### src/sv/nearest_cluster_assign_top_defines.svh
// Assertion macros shared by the nearest-cluster assignment block.
`ifndef NEAREST_CLUSTER_ASSIGN_TOP_DEFINES_SVH
`define NEAREST_CLUSTER_ASSIGN_TOP_DEFINES_SVH

// Check that cons holds in the same cycle as ante.
`define NCA_ASSERT_SAME(label, ante, cons, msg) \
  label: assert property (@(posedge clk) disable iff (rst) (ante) |-> (cons)) \
    else $error(msg);

// Check that cons holds in the cycle after ante.
`define NCA_ASSERT_NEXT(label, ante, cons, msg) \
  label: assert property (@(posedge clk) disable iff (rst) (ante) |=> (cons)) \
    else $error(msg);

`endif

### src/sv/nca_pkg.sv
// Shared constants, codes and types of the nearest-cluster assignment block.
package nca_pkg;

  localparam int STORE_DEPTH_DEF  = 4096;
  localparam int COORD_BITS_DEF   = 18;
  localparam int CLUSTER_BITS_DEF = 8;

  localparam int          KIND_W       = 2;
  localparam int          RADIUS_W     = 32;
  localparam logic [31:0] RADIUS_RESET = 32'd2304;

  // Item kinds carried on tuser
  localparam logic [KIND_W-1:0] KIND_LOAD  = 2'd0;
  localparam logic [KIND_W-1:0] KIND_QUERY = 2'd1;
  localparam logic [KIND_W-1:0] KIND_CLEAR = 2'd2;

  typedef enum logic [3:0] {
    ST_IDLE   = 4'b0001,
    ST_SCAN   = 4'b0010,
    ST_DRAIN  = 4'b0100,
    ST_FINISH = 4'b1000
  } nca_state_t;

endpackage

### src/sv/nca_dist_pipe.sv
// Three-stage squared-distance pipeline: absolute differences, squares, sum.
module nca_dist_pipe import nca_pkg::*; #(
  parameter int COORD_BITS   = COORD_BITS_DEF,
  parameter int CLUSTER_BITS = CLUSTER_BITS_DEF
) (
  input  logic                          clk,
  input  logic                          rst,
  input  logic                          in_valid,
  input  logic signed [COORD_BITS-1:0]  px,
  input  logic signed [COORD_BITS-1:0]  py,
  input  logic signed [COORD_BITS-1:0]  pz,
  input  logic        [CLUSTER_BITS-1:0] ptag,
  input  logic signed [COORD_BITS-1:0]  qx,
  input  logic signed [COORD_BITS-1:0]  qy,
  input  logic signed [COORD_BITS-1:0]  qz,
  output logic                          busy,
  output logic                          out_valid,
  output logic [2*COORD_BITS+1:0]       out_dist,
  output logic [CLUSTER_BITS-1:0]       out_tag
);

  localparam int DW = 2 * COORD_BITS + 2;

  logic signed [COORD_BITS+1:0] dx, dy, dz;
  logic [COORD_BITS:0]          ax, ay, az;
  logic [DW-1:0]                sqx, sqy, sqz;
  logic [CLUSTER_BITS-1:0]      tag1, tag2;
  logic                         v1, v2;

  // Sign-extended differences, two guard bits so the magnitude never overflows
  always_comb begin
    dx = {{2{px[COORD_BITS-1]}}, px} - {{2{qx[COORD_BITS-1]}}, qx};
    dy = {{2{py[COORD_BITS-1]}}, py} - {{2{qy[COORD_BITS-1]}}, qy};
    dz = {{2{pz[COORD_BITS-1]}}, pz} - {{2{qz[COORD_BITS-1]}}, qz};
  end

  // Advance the valid bits
  always_ff @(posedge clk) begin
    if (rst) begin
      v1        <= 1'b0;
      v2        <= 1'b0;
      out_valid <= 1'b0;
    end else begin
      v1        <= in_valid;
      v2        <= v1;
      out_valid <= v2;
    end
  end

  // Stage 1 magnitudes, stage 2 squares, stage 3 sum
  always_ff @(posedge clk) begin
    ax       <= dx[COORD_BITS+1] ? (COORD_BITS+1)'(0) - dx[COORD_BITS:0] : dx[COORD_BITS:0];
    ay       <= dy[COORD_BITS+1] ? (COORD_BITS+1)'(0) - dy[COORD_BITS:0] : dy[COORD_BITS:0];
    az       <= dz[COORD_BITS+1] ? (COORD_BITS+1)'(0) - dz[COORD_BITS:0] : dz[COORD_BITS:0];
    tag1     <= ptag;
    sqx      <= DW'(ax) * DW'(ax);
    sqy      <= DW'(ay) * DW'(ay);
    sqz      <= DW'(az) * DW'(az);
    tag2     <= tag1;
    out_dist <= sqx + sqy + sqz;
    out_tag  <= tag2;
  end

  assign busy = v1 | v2 | out_valid;

endmodule

### config.mk
export PLATFORM = sky130hd
export DESIGN_NAME = nca_dist_pipe
export DESIGN_NICKNAME = d
export VERILOG_FILES = /design/src/sv/nearest_cluster_assign_top_defines.svh /design/src/sv/nca_pkg.sv /design/src/sv/nca_dist_pipe.sv
export SDC_FILE = /design/constraint.sdc
export NUM_CORES = 2
export LEC_CHECK = 0
export BUFFER_PORTS_ARGS = -buffer_cell sky130_fd_sc_hd__buf_4
export CORE_UTILIZATION = 60
export DETAILED_ROUTE_END_ITERATION = 16
export HOLD_SLACK_MARGIN = 0.05
export PLACE_DENSITY = 0.83
export SYNTH_ARGS = -nofsm -noshare
export SYNTH_HDL_FRONTEND = slang
export SYNTH_SLANG_ARGS = --single-unit
### constraint.sdc
create_clock -name clk -period 9.4 [get_ports clk]
set_input_delay 0.94 -clock clk [delete_from_list [all_inputs] [get_ports clk]]
set_output_delay 0.94 -clock clk [all_outputs]
set_load 0.01 [all_outputs]
==> impl_metrics.prom <==
# TYPE chip_impl_metric gauge
chip_impl_metric{name="final.period_utilization",unit=""} 0.759
chip_impl_metric{name="slew_headroom",unit=""} 0.227
chip_impl_metric{name="cp.arrival",unit="ns"} 7.65
chip_impl_metric{name="wire_length_of_the_first_global_routing_pass",unit="µm"} 153000
chip_impl_metric{name="skew",unit="ns"} 0.0210
chip_impl_metric{name="setup_slack",unit="ns"} 2.27
chip_impl_metric{name="timing.fmax",unit="MHz"} 140
chip_impl_metric{name="tritoncts.num_buffers",unit=""} 28
chip_impl_metric{name="synth_seq_area_share",unit=""} 0.112
chip_impl_info{name="status",value="finished clean"} 1
chip_impl_info{name="critical_path.top_delay_family",value="adder cells"} 1
chip_impl_metric{name="multiInputGateArea",unit="µm²"} 32100
chip_impl_metric{name="ctsResizeCount",unit=""} 0
chip_impl_metric{name="ctsLongestPathBuffers",unit=""} 3
chip_impl_metric{name="fp.dieArea",unit="µm²"} 70300
chip_impl_metric{name="synthToLayoutAreaGrowth",unit="%"} 7.39
chip_impl_metric{name="seqCellArea",unit="µm²"} 4660
chip_impl_metric{name="synthDistinctLibCells",unit=""} 81
chip_impl_metric{name="die_w",unit="µm"} 265
chip_impl_info{name="critPathCaptureType",value="flip-flop"} 1
chip_impl_metric{name="critical_path_peak_fanout",unit=""} 19
chip_impl_info{name="timing.critical_path.mode_cell",value="sky130_fd_sc_hd__fa_1"} 1
chip_impl_metric{name="timing.reg2reg.worst_path_depth",unit=""} 20
chip_impl_info{name="synth_ff_type",value="sky130_fd_sc_hd__dfxtp_1"} 1
chip_impl_metric{name="initial_utilization",unit=""} 0.606
chip_impl_metric{name="place.detailed.hpwl",unit="µm"} 75100
chip_impl_metric{name="ant_nets",unit=""} 0
chip_impl_metric{name="fill_count",unit=""} 5372
chip_impl_metric{name="grt_max_degree",unit=""} 23
chip_impl_metric{name="coreArea",unit="µm²"} 68600
chip_impl_info{name="critical_path.slowest_cell",value="sky130_fd_sc_hd__dfxtp_1"} 1
chip_impl_metric{name="detail_route.drc_violations",unit=""} 0
chip_impl_metric{name="number_of_antenna_violations_at_the_first_check_in_global_routing",unit=""} 3
chip_impl_metric{name="routabilityCongestion",unit=""} 0.939
chip_impl_metric{name="synth.avg_cell_area",unit="µm²"} 9.15
chip_impl_metric{name="drt-vias-per-instance",unit=""} 5.40
chip_impl_metric{name="drt_iter0_markers",unit=""} 1850
chip_impl_metric{name="ctsHtreeMaxLevel",unit=""} 1
chip_impl_metric{name="data_required_time_at_the_worst_endpoint",unit="ns"} 9.91
chip_impl_metric{name="syn_inst",unit=""} 4539
chip_impl_metric{name="final_cells",unit=""} 5592
chip_impl_info{name="critical_path.startpoint_type",value="flip-flop"} 1
chip_impl_metric{name="critical_path.max_stage_delay",unit="ns"} 0.80
chip_impl_metric{name="postCtsSetupBuffers",unit=""} 0
chip_impl_metric{name="synth.yosys.warnings",unit=""} 0
chip_impl_metric{name="place_inst",unit=""} 5539
chip_impl_metric{name="asyncSetResetFlopFracSynth",unit=""} 0
chip_impl_metric{name="drtPass1Iterations",unit=""} 6
chip_impl_metric{name="cap_viol_max_count",unit=""} 0
chip_impl_metric{name="synthesis.area",unit="µm²"} 41500
chip_impl_metric{name="grt-ovfl-total",unit=""} 0
chip_impl_info{name="cts_root_buf",value="sky130_fd_sc_hd__clkbuf_16"} 1
chip_impl_info{name="min-delay-path-class",value="flip-flop to flip-flop"} 1
chip_impl_metric{name="final.setup.tns",unit="ns"} 0
chip_impl_metric{name="final_layout_size_suffix_gt1_frac",unit=""} 0.0556
chip_impl_metric{name="clk_pin_slew_worst_paths",unit="ns"} 0.07
chip_impl_metric{name="dieHeight",unit="µm"} 265
chip_impl_metric{name="finalMaxSlewViolations",unit=""} 0
chip_impl_metric{name="setup_viol_count_final",unit=""} 0
chip_impl_metric{name="cts.sink_count",unit=""} 233
chip_impl_metric{name="portBuffers",unit=""} 166
chip_impl_info{name="tritoncts",value="done"} 1
chip_impl_metric{name="whs_path_depth",unit=""} 0
chip_impl_metric{name="rows",unit=""} 96
chip_impl_info{name="critical_path_class",value="flip-flop to flip-flop"} 1
chip_impl_metric{name="final.min_clock_period",unit="ns"} 7.13
chip_impl_metric{name="detailroute.via_count",unit=""} 30171
chip_impl_metric{name="finalHoldViolations",unit=""} 0
chip_impl_metric{name="transition_time_of_the_tightest_slew_check_pin",unit="ns"} 1.15
chip_impl_metric{name="drt-total-wl",unit="µm"} 90100
chip_impl_metric{name="via_count_of_the_first_global_routing_pass",unit=""} 32309
chip_impl_metric{name="route.detailed.wl_per_inst",unit="µm"} 16.1
chip_impl_metric{name="nets",unit=""} 6004
chip_impl_metric{name="insertion_delay",unit="ns"} 0.60
chip_impl_metric{name="io-pin-count",unit=""} 167
chip_impl_metric{name="groute.usage.overall",unit=""} 0.268
chip_impl_info{name="grt_setup_unrepaired",value="no"} 1
chip_impl_metric{name="stages_on_the_worst_setup_path",unit=""} 20
chip_impl_metric{name="ctsHoldBuffers",unit=""} 0
chip_impl_info{name="ordered_cell_list_for_the_critical_path",value="and2_1, fa_1, fa_1, inv_1, fa_1, inv_1, fa_1, inv_1, fa_1, fa_1, inv_1, ha_1, a2111o_1, a211o_1, a221oi_1, o31ai_1, a21o_1, a211o_1, a211oi_1, xnor2_1"} 1
chip_impl_metric{name="synth_enable_flop_cells",unit=""} 0
chip_impl_metric{name="cp_num_buf_inv",unit=""} 4
chip_impl_metric{name="synth-seq-cells",unit=""} 233
chip_impl_metric{name="dp_slack",unit="ns"} 2.31
## Yosys cell counts (all sizes together) (17+ instances only)
master | n | area share
and2 | 199 | 0.030
nor3 | 44 | 0.0054
a21oi | 150 | 0.018
xor2 | 66 | 0.014
o211ai | 17 | 0.0031
ha | 463 | 0.14
fa | 784 | 0.38
nor2 | 166 | 0.015
o21bai | 28 | 0.0051
dfxtp | 233 | 0.11
xnor2 | 177 | 0.037
nand3 | 36 | 0.0043
clkbuf | 105 | 0.0095
o21a | 30 | 0.0054
inv | 1171 | 0.11
a211oi | 17 | 0.0031
a31oi | 22 | 0.0033
o21ai | 103 | 0.012
nand2 | 381 | 0.034
nand2b | 24 | 0.0036
nor2b | 34 | 0.0051
a21o | 77 | 0.014
## final cells by class
type                       instances  area share
multi-input combinational       3030       0.719
sequential                       233       0.105
inverter                        1171      0.0985
timing repair buffer             174      0.0293
tap                              931      0.0261
clock buffer                      35      0.0172
clock inverter                    16     0.00516
antenna                            2    0.000112
## cell usage in the layout (no fill, tap or decap), drive strengths merged, types with 12 or more instances in the layout
master	count
o21ai	103
a211oi	17
a21oi	150
nand3	36
and3	16
or2	16
o211ai	17
o21a	30
nor2b	34
or3	16
buf	174
inv	1177
and2	199
xnor2	177
o21bai	28
a21o	77
nand2b	24
a31oi	22
nor3	44
o31ai	16
ha	463
nor2	166
nand4	12
xor2	66
dfxtp	233
clkbuf	35
fa	784
nand2	381
## final timing paths
check                                      from              end  slack [ns]
worst min register to register  tag1[0]$_DFF_P_  tag2[0]$_DFF_P_        0.33
worst max-delay path              ax[8]$_DFF_P_  sqx[35]$_DFF_P_        2.27
worst max register to register    ax[8]$_DFF_P_  sqx[35]$_DFF_P_        2.27
worst min-delay path            tag1[0]$_DFF_P_  tag2[0]$_DFF_P_        0.33
## sequential cells by signal, indices dropped and copies added (netlist names)
name,cells
ay,19
sqz,37
sqx,37
v1,1
ax,19
v2,1
sqy,37
out_tag,8
out_valid,1
tag1,8
tag2,8
az,19
out_dist,38
## cell families (layout without fill, tap and decap cells)
family                   after synthesis  count (layout)  synth area share
other                                  1               5         0.0000903
adder cells (fa/ha/maj)             1247            1247             0.517
flip-flops                           233             233             0.112
AND/OR/NAND/NOR                      971             971             0.112
buffers and inverters               1278            1396             0.116
XOR/XNOR                             243             243            0.0512
multiplexers                           8               8           0.00202
AO/OA/AOI/OAI                        558             558            0.0893
## per-stage QoR
step,area (µm²),hold slack [ns],utilization
5_1_grt,44600,0.330,0.651
3_5_place_dp,43600,0.313,0.636
4_1_cts,44600,0.328,0.651
3_3_place_gp,43600,0.310,0.636
6_report,44600,0.326,0.651
2_1_floorplan,41600,0.310,-
## layer usage
metal | wire, µm | up-vias | GRT usage
met2 | 45300 | 943 | 0.477
met1 | 35900 | 14945 | 0.333
li1 | - | 14075 | -
met5 | 8 | - | 0
met4 | 3660 | 2 | 0.104
met3 | 5240 | 206 | 0.0299
Power is not shown: default switching activity piles up to over one toggle a cycle in this logic, so the estimate is an artifact.
